==> src/hdl/b85_pkg.sv <==
// b85_pkg: shared constants and the group record of the base-85 encoder.
// No dependencies; used by every module under hdl.
`default_nettype none

package b85_pkg;

    localparam int unsigned DIGIT_W  = 7;
    localparam int unsigned WORD_W   = 32;
    localparam int unsigned QUOT_W   = 26;  // widest quotient of a 32-bit word over 85
    localparam int unsigned NCHR_W   = 3;
    localparam int unsigned DIGS     = 4;   // low-order digits carried down the divider
    localparam int unsigned CHARS    = 5;

    localparam logic [DIGIT_W-1:0] CHAR_OFFSET = 7'd33;
    localparam logic [DIGIT_W-1:0] CHAR_MIN    = 7'd33;
    localparam logic [DIGIT_W-1:0] CHAR_MAX    = 7'd117;

    // floor(x / 85) == (x * RECIP) >> RECIP_SHIFT for every 32-bit x
    localparam logic [WORD_W-1:0] RECIP       = 32'd3233857729;
    localparam int unsigned       RECIP_SHIFT = 38;

    typedef logic [DIGIT_W-1:0] t_digit;

    typedef struct packed {
        logic [WORD_W-1:0]         quot;
        logic [DIGS-1:0][DIGIT_W-1:0] digs;   // digs[0] is the least significant digit
        logic [NCHR_W-1:0]         nchr;      // characters to emit, 2..5
        logic                      msg_end;
    } t_grp;

endpackage

`default_nettype wire

==> src/hdl/b85_pack.sv <==
// b85_pack: collects input bytes into big-endian groups of up to four.
// Depends on b85_pkg; feeds the first b85_div_stage.
`default_nettype none

module b85_pack (
    input  wire                  i_clk,
    input  wire                  i_rst_n,
    input  wire                  i_vld,
    output logic                 o_rdy,
    input  wire  [7:0]           i_byte,
    input  wire                  i_last,
    output logic                 o_vld,
    input  wire                  i_rdy,
    output b85_pkg::t_grp        o_grp
);

    logic [23:0]          r_held;
    logic [1:0]           r_cnt;
    logic                 r_vld;
    b85_pkg::t_grp        r_grp;

    logic                 w_acc;
    logic                 w_done;
    logic [31:0]          w_packed;
    logic [31:0]          w_word;
    logic                 n_vld;

    assign o_rdy    = !r_vld || i_rdy;
    assign w_acc    = i_vld && o_rdy;
    assign w_done   = i_last || (r_cnt == 2'd3);
    assign w_packed = {r_held, i_byte};

    always_comb begin
        case (r_cnt)
            2'd0:    w_word = {w_packed[7:0], 24'd0};
            2'd1:    w_word = {w_packed[15:0], 16'd0};
            2'd2:    w_word = {w_packed[23:0], 8'd0};
            default: w_word = w_packed;
        endcase
    end

    always_comb begin
        n_vld = r_vld && !i_rdy;
        if (w_acc && w_done) begin
            n_vld = 1'b1;
        end
    end

    always_ff @(posedge i_clk) begin
        if (!i_rst_n) begin
            r_held <= '0;
            r_cnt  <= '0;
            r_vld  <= 1'b0;
        end else begin
            r_vld <= n_vld;
            if (w_acc) begin
                if (w_done) begin
                    r_held <= '0;
                    r_cnt  <= '0;
                end else begin
                    r_held <= w_packed[23:0];
                    r_cnt  <= r_cnt + 2'd1;
                end
            end
        end
    end

    always_ff @(posedge i_clk) begin
        if (w_acc && w_done) begin
            r_grp.quot    <= w_word;
            r_grp.digs    <= '0;
            r_grp.nchr    <= {1'b0, r_cnt} + 3'd2;
            r_grp.msg_end <= i_last;
        end
    end

    assign o_vld = r_vld;
    assign o_grp = r_grp;

endmodule

`default_nettype wire

==> src/hdl/b85_div_stage.sv <==
// b85_div_stage: one divide-by-85 step, reciprocal multiply then remainder.
// Depends on b85_pkg; four instances are chained in the top level.
`default_nettype none

module b85_div_stage (
    input  wire                  i_clk,
    input  wire                  i_rst_n,
    input  wire                  i_vld,
    output logic                 o_rdy,
    input  b85_pkg::t_grp        i_grp,
    output logic                 o_vld,
    input  wire                  i_rdy,
    output b85_pkg::t_grp        o_grp
);

    logic                           r_a_vld;
    b85_pkg::t_grp                  r_a;
    logic                           r_b_vld;
    b85_pkg::t_grp                  r_b;
    logic [b85_pkg::QUOT_W-1:0]     r_b_q;

    logic                           w_a_rdy;
    logic                           w_b_rdy;
    logic [2*b85_pkg::WORD_W-1:0]   w_prod;
    logic [b85_pkg::DIGIT_W-1:0]    w_q85;
    b85_pkg::t_digit                w_rem;

    assign w_b_rdy = !r_b_vld || i_rdy;
    assign w_a_rdy = !r_a_vld || w_b_rdy;
    assign o_rdy   = w_a_rdy;

    assign w_prod = 64'(r_a.quot) * 64'(b85_pkg::RECIP);

    // remainder < 85 fits in 7 bits, so only the low bits of q*85 matter
    assign w_q85 = 7'({r_b_q[0], 6'd0}) + 7'({r_b_q[2:0], 4'd0})
                 + 7'({r_b_q[4:0], 2'd0}) + r_b_q[6:0];
    assign w_rem = r_b.quot[6:0] - w_q85;

    always_ff @(posedge i_clk) begin
        if (!i_rst_n) begin
            r_a_vld <= 1'b0;
            r_b_vld <= 1'b0;
        end else begin
            if (w_a_rdy) begin
                r_a_vld <= i_vld;
            end
            if (w_b_rdy) begin
                r_b_vld <= r_a_vld;
            end
        end
    end

    always_ff @(posedge i_clk) begin
        if (w_a_rdy) begin
            r_a <= i_grp;
        end
        if (w_b_rdy) begin
            r_b   <= r_a;
            r_b_q <= w_prod[b85_pkg::RECIP_SHIFT +: b85_pkg::QUOT_W];
        end
    end

    always_comb begin
        o_grp         = r_b;
        o_grp.quot    = 32'(r_b_q);
        o_grp.digs    = {w_rem, r_b.digs[3:1]};
    end

    assign o_vld = r_b_vld;

endmodule

`default_nettype wire

==> src/hdl/b85_serial.sv <==
// b85_serial: output register that emits a group's characters one per transfer.
// Depends on b85_pkg; fed by the last b85_div_stage.
`default_nettype none

module b85_serial (
    input  wire                  i_clk,
    input  wire                  i_rst_n,
    input  wire                  i_vld,
    output logic                 o_rdy,
    input  b85_pkg::t_grp        i_grp,
    output logic                 o_vld,
    input  wire                  i_rdy,
    output b85_pkg::t_digit      o_char,
    output logic                 o_run_end,
    output logic                 o_msg_end
);

    logic [b85_pkg::CHARS-1:0][b85_pkg::DIGIT_W-1:0] r_sh;
    logic [b85_pkg::NCHR_W-1:0]                      r_left;
    logic                                            r_msg_end;

    logic w_xfer;
    logic w_load;
    logic w_tail;

    assign w_tail = (r_left == 3'd1);
    assign w_xfer = o_vld && i_rdy;
    assign o_rdy  = (r_left == 3'd0) || (w_xfer && w_tail);
    assign w_load = i_vld && o_rdy;

    always_ff @(posedge i_clk) begin
        if (!i_rst_n) begin
            r_left <= '0;
        end else if (w_load) begin
            r_left <= i_grp.nchr;
        end else if (w_xfer) begin
            r_left <= r_left - 3'd1;
        end
    end

    always_ff @(posedge i_clk) begin
        if (w_load) begin
            r_sh      <= {i_grp.digs[0], i_grp.digs[1], i_grp.digs[2], i_grp.digs[3],
                          i_grp.quot[6:0]};
            r_msg_end <= i_grp.msg_end;
        end else if (w_xfer) begin
            r_sh <= {7'd0, r_sh[4:1]};
        end
    end

    assign o_vld     = (r_left != 3'd0);
    assign o_char    = r_sh[0] + b85_pkg::CHAR_OFFSET;
    assign o_run_end = w_tail;
    assign o_msg_end = w_tail && r_msg_end;

    a_left_range: assert property (@(posedge i_clk) disable iff (!i_rst_n)
        r_left <= 3'd5)
        else $error("character count out of range");

    a_load_count: assert property (@(posedge i_clk) disable iff (!i_rst_n)
        w_load |=> (r_left >= 3'd2))
        else $error("group loaded with fewer than two characters");

    a_count_down: assert property (@(posedge i_clk) disable iff (!i_rst_n)
        (w_xfer && !w_tail) |=> (r_left == $past(r_left) - 3'd1))
        else $error("character count did not step down");

    a_char_range: assert property (@(posedge i_clk) disable iff (!i_rst_n)
        o_vld |-> ((o_char >= b85_pkg::CHAR_MIN) && (o_char <= b85_pkg::CHAR_MAX)))
        else $error("character outside base-85 alphabet");

    a_end_nest: assert property (@(posedge i_clk) disable iff (!i_rst_n)
        (o_vld && o_msg_end) |-> o_run_end)
        else $error("message end without run end");

endmodule

`default_nettype wire

==> src/hdl/base85_stream_encoder.sv <==
// base85_stream_encoder: streaming base-85 encoder, top level.
// Depends on b85_pkg, b85_pack, b85_div_stage and b85_serial.
//
// Usage:
//   Slave channel: one message byte per transfer on s_axis_tdata, s_axis_tlast
//   marks the final byte. Every four bytes (or the final partial group) form a
//   big-endian word that is split into five base-85 digits, sent most
//   significant first as characters 33..117 on the master channel. A partial
//   group of n bytes is zero-padded and gives n+1 characters.
//   m_axis_tuser is high on the last character of a group, m_axis_tlast on the
//   last character of the message.
//   A group passes through the b85_pack register, the divider and the b85_serial
//   output register before its first character is valid. The divider is a 4-step,
//   8-register pipeline (reciprocal multiply, then remainder) that takes a group per
//   cycle unless the serializer stalls it. Throughput: one character per cycle on
//   the master side while the receiver is ready; bytes that only fill a group are
//   taken one per cycle while the pipeline has room.
//   Reset clears the held bytes and empties every stage. When the receiver
//   stalls, characters hold, the pipeline fills and s_axis_tready drops.
`default_nettype none

module base85_stream_encoder (
    input  wire          i_clk,
    input  wire          i_rst_n,
    input  wire          s_axis_tvalid,
    output logic         s_axis_tready,
    input  wire  [7:0]   s_axis_tdata,   // [7:0] data_byte
    input  wire          s_axis_tlast,   // last_byte
    output logic         m_axis_tvalid,
    input  wire          m_axis_tready,
    output logic [7:0]   m_axis_tdata,   // [6:0] code_char, [7] zero
    output logic         m_axis_tuser,   // run_end
    output logic         m_axis_tlast    // message_end
);

    logic                 w_vld [5];
    logic                 w_rdy [5];
    b85_pkg::t_grp        w_grp [5];
    b85_pkg::t_digit      w_char;

    b85_pack u_pack (
        .i_clk   (i_clk),
        .i_rst_n (i_rst_n),
        .i_vld   (s_axis_tvalid),
        .o_rdy   (s_axis_tready),
        .i_byte  (s_axis_tdata),
        .i_last  (s_axis_tlast),
        .o_vld   (w_vld[0]),
        .i_rdy   (w_rdy[0]),
        .o_grp   (w_grp[0])
    );

    for (genvar g = 0; g < 4; g++) begin : g_div
        b85_div_stage u_div (
            .i_clk   (i_clk),
            .i_rst_n (i_rst_n),
            .i_vld   (w_vld[g]),
            .o_rdy   (w_rdy[g]),
            .i_grp   (w_grp[g]),
            .o_vld   (w_vld[g+1]),
            .i_rdy   (w_rdy[g+1]),
            .o_grp   (w_grp[g+1])
        );
    end

    b85_serial u_serial (
        .i_clk     (i_clk),
        .i_rst_n   (i_rst_n),
        .i_vld     (w_vld[4]),
        .o_rdy     (w_rdy[4]),
        .i_grp     (w_grp[4]),
        .o_vld     (m_axis_tvalid),
        .i_rdy     (m_axis_tready),
        .o_char    (w_char),
        .o_run_end (m_axis_tuser),
        .o_msg_end (m_axis_tlast)
    );

    assign m_axis_tdata = {1'b0, w_char};

endmodule

`default_nettype wire

==> config.mk <==
export PLATFORM = sky130hd
export DESIGN_NAME = base85_stream_encoder
export DESIGN_NICKNAME = d
export VERILOG_FILES = /design/src/hdl/b85_pkg.sv /design/src/hdl/b85_pack.sv /design/src/hdl/b85_div_stage.sv /design/src/hdl/b85_serial.sv /design/src/hdl/base85_stream_encoder.sv
export SDC_FILE = /design/constraint.sdc
export NUM_CORES = 2
export LEC_CHECK = 0
export BUFFER_PORTS_ARGS = -buffer_cell sky130_fd_sc_hd__clkbuf_2
export CAP_MARGIN = 20
export CORE_MARGIN = 2
export CORE_UTILIZATION = 52
export CTS_BUF_LIST = sky130_fd_sc_hd__clkbuf_2
export DETAILED_ROUTE_END_ITERATION = 8
export PLACE_DENSITY = 0.67
export SLEW_MARGIN = 20
export SYNTH_ARGS = -nofsm -noshare
export SYNTH_HDL_FRONTEND = slang
export SYNTH_HIERARCHICAL = 1
export SYNTH_SLANG_ARGS = --single-unit
==> constraint.sdc <==
create_clock -name i_clk -period 14.6 [get_ports i_clk]
set_input_delay 2.92 -clock i_clk [delete_from_list [all_inputs] [get_ports i_clk]]
set_output_delay 2.92 -clock i_clk [all_outputs]
set_load 0.02 [all_outputs]
# Word level (Yosys, flattened, before mapping)

Index checks and enable logic that the tools add are counted.

Register bits after elaboration: 449
Output and inout bits: 12
Bits of input ports: 13
Logic and storage cells: 129

Multipliers: 4
Reduce and logical (&&, ||, !) cells: 32
Add/sub/neg operators: 20
Eq/ne operators: 4
Multiplexer cells: 8

Operators by type and width:

| kind                                                                  | number |
|---|---|
| 26-bit by 32-bit multiplier with 58-bit output, second input constant | 2 |
| 32-bit case mux with 3 select lines                                   | 1 |
| 7-bit adder                                                           | 12 |
| 35-bit 2-to-1 mux                                                     | 2 |
| 32-bit by 32-bit multiplier with 64-bit output, second input constant | 1 |
| 26-bit by 32-bit multiplier with 45-bit output, second input constant | 1 |
| 7-bit subtractor                                                      | 4 |
| 24-bit 2-to-1 mux                                                     | 1 |
| 1-bit logical OR                                                      | 11 |
| 1-bit zero test                                                       | 10 |
| 7-bit by 6-bit adder with 7-bit output, second input constant         | 1 |
| 1-bit logical AND                                                     | 7 |
| 3-bit 2-to-1 mux                                                      | 2 |
| 2-bit equality test, second input constant                            | 2 |
| 2-bit by 2-bit adder with 3-bit output, second input constant         | 1 |
| 3-bit by 1-bit equality test with 1-bit output, second input constant | 1 |
| 3-bit zero test                                                       | 1 |
| 3-bit nonzero test                                                    | 1 |
| 3-bit by 1-bit subtractor with 3-bit output, second input constant    | 1 |
| 2-bit by 1-bit adder with 2-bit output, second input constant         | 1 |
| 2-bit by 1-bit equality test with 1-bit output, second input constant | 1 |
| 2-bit zero test                                                       | 1 |
| 2-bit 2-to-1 mux                                                      | 1 |
| 2-bit nonzero test                                                    | 1 |
| 1-bit 2-to-1 mux                                                      | 1 |

# Longest topological paths before layout

Word-level depth: 16
Gate-level depth with buffers: 23
Gate-level depth less buffers: 22

# Hierarchy

The synthesis kept the hierarchy.

Modules (own cells, without submodules):

| module                         | area each (µm²) | sequential area each (µm²) | cells an instance | instances |
|---|---|---|---|---|
| b85_div_stage (g_div[1].u_div) | 14809.2         | 3493.4                     | 1343              | 1 |
| b85_div_stage (g_div[2].u_div) | 14739.1         | 3493.4                     | 1338              | 1 |
| b85_div_stage (g_div[0].u_div) | 14543.9         | 3493.4                     | 1291              | 1 |
| b85_div_stage (g_div[3].u_div) | 14402.6         | 3493.4                     | 1287              | 1 |
| b85_pack                       | 3026.7          | 1621.6                     | 286               | 1 |
| b85_serial                     | 1841.8          | 1141.1                     | 122               | 1 |
| base85_stream_encoder          | 11.3            | 0.0                        | 2                 | 1 |

# Worst setup path before layout

OpenSTA, ideal clock, no wires.

Path type: input port to output port
From: in m_axis_tready
To: out s_axis_tready
Setup slack: 1.815 ns
Required time: 11.680 ns
Stages: 13
Data arrival time: 9.865 ns
Buffers on the path: 2
Cells stage by stage: nand2_1 -> nand2_1 -> nor2b_1 -> nand2_1 -> nor2b_1 -> nand2_1 -> nor2b_1 -> nand2_1 -> nor2b_1 -> nand2_1 -> nand2b_1 -> buf_2 -> buf_2

RTL lines:

| what        | line                        | text |
|---|---|---|
| from (decl) | base85_stream_encoder.sv:30 | `input wire m_axis_tready,` |
| to (decl)   | base85_stream_encoder.sv:26 | `output logic s_axis_tready,` |

==> results.json <==
{
  "status": "completed",
  "crit_chain": "clkbuf_2, nand2_1, nand2_1, nor2b_1, nand2_2, nor2b_1, nand2_2, buf_4, nor2b_1, nand2_4, nor2b_1, nand2_1, buf_4, nand2b_1, buf_4, clkbuf_2",
  "arrival_ns": 6.55,
  "hold_viol": 0,
  "die_w_um": 335.1,
  "layout.nets": 7138,
  "crit_path_end_kind": "primary output",
  "postRouteAntennaNets": 0,
  "core_mm2": 0.1089,
  "start_util": 0.5235,
  "cp.required_ns": 11.68,
  "tightestPinTransition_ns": 1.075,
  "htree_levels": 3,
  "slew_viol_final": 0,
  "clock-root-buffer": "clkbuf_2",
  "yosysWarnings": 6,
  "port_buffers": 23,
  "synth.avg_cell_area_um2": 11.01,
  "clkTransAtPathRegs_ns": 0.11,
  "layout-drive-gt1-share": 0.06221,
  "post_cts_resized": 0,
  "die_area_mm2": 0.1123,
  "postCtsSetupBuffers": 0,
  "cts_tree": "done",
  "drc_errors": 0,
  "die_h_um": 335.1,
  "dpl.hpwl_um": 104100,
  "netlist_area_mm2": 0.05699,
  "cap_violations": 0,
  "dr.pass1.iters": 7,
  "row_count": 121,
  "drt_iter0_markers": 1790,
  "final_cell_mix": "inv_1 (1,369), ha_1 (1,238), fa_1 (658), edfxtp_1 (429), clkbuf_2 (189)",
  "slowest_delay_ns": 0.45,
  "hp-class": "flip-flop to flip-flop",
  "crit_path_max_fanout": 51,
  "io_pins": 25,
  "grt_max_degree": 58,
  "clk_latency_ns": 1.34,
  "grt_first_pass_wirelength_um": 200400,
  "cpMaxStageDelayCell": "nor2b_1",
  "final_common_cell": "inv_1",
  "clockBufferDepth": 3,
  "post_drt_wl_per_cell_um": 17.98,
  "grt_pass1_vias": 38150,
  "fmax_mhz": 105.6,
  "skew_ns": 0.1389,
  "grt_antenna_before_repair": 3,
  "fin_setup_tns_ns": 0,
  "vias": 35370,
  "hold_buffers": 0,
  "clkSinkCount": 467,
  "cp-start-kind": "primary input",
  "overflow": 0,
  "vias_per_cell": 5.249,
  "min_period_ns": 9.466,
  "grt_usage": 0.2281,
  "numCtsBuffers": 118,
  "syn2layout_area_growth_pct": 4.064,
  "place_congestion": 0.9197,
  "syn_inst": 5176,
  "crit_top_cell": "nor2b_1",
  "setup_viol": 0,
  "max-slew-margin-rel": 0.2822,
  "rsz0062_at_grt": "false",
  "timing.final.crit_share": 0.6484,
  "wl_um": 121200,
  "path_class": "primary input to primary output"
}
metrics by stage:
| stage | area (um2) | setup slack (ns) | util | std cells | hold WS (ns) |
|---|---|---|---|---|---|
| final | 59310 | 5.134 | 0.5448 | 6738 | 0.3205 |
| after floorplan | 57050 | 2.720 | - | 5191 | 0.4003 |
| after detailed placement | 58190 | 4.828 | 0.5346 | 6522 | 0.4045 |
| after CTS | 59290 | 4.762 | 0.5447 | 6735 | 0.3024 |
| after global placement | 58190 | 4.809 | 0.5346 | 6522 | 0.4006 |
| after global routing | 59310 | 4.650 | 0.5448 | 6738 | 0.3256 |
metal layers:
metal,global-route usage,vias to the layer above,wire [um]
met5,0,-,20
met4,0.07289,2,3863
met2,0.4026,628,60970
met3,0.02287,199,4137
met1,0.2946,17370,52180
li1,-,17170,-
flip-flops by register name, indices dropped and copies added, names as in the netlist, 3 cells and up:
signal and cells:
g_div.u_div/o_grp 58, g_div.u_div/r_a_vld 4, g_div.u_div/o_vld 4, g_div.u_div/r_b 28, u_serial/r_sh 35, u_serial/r_left 3, u_pack/o_grp 36, g_div.u_div/r_b_q 85
u_pack/r_held 24, g_div.u_div/r_a 186
critical path, delay by kind of cell:
family	cells	cell delay [ns]
simple gates	11	2.44
buf+inv	5	1.17
final timing paths:
check	endpoint	from	cells after the start	slack (ns)
setup / recovery	s_axis_tready	m_axis_tready	16	5.13
hold / removal	g_div[2].u_div/r_a[39]	g_div[1].u_div/r_b_q[7]	0	0.32
setup reg to reg	g_div[0].u_div/r_b_q[20]	g_div[0].u_div/r_a[38]	22	7.23
hold reg to reg	g_div[2].u_div/r_a[39]	g_div[1].u_div/r_b_q[7]	0	0.32
final cells by class:
cell class	count	area [um2]
tap	1414	1769
antenna	3	7.507
clock buffer	166	830.8
clock inverter	47	267.8
fill	9508	49550
timing repair buffer	34	197.7
sequential	467	13640
inverter	1371	5147
multi-input combinational	3236	37440
Power is left out: the tool's default activity adds up to more than one toggle a clock period on the data nets, which glitch-free logic cannot reach.
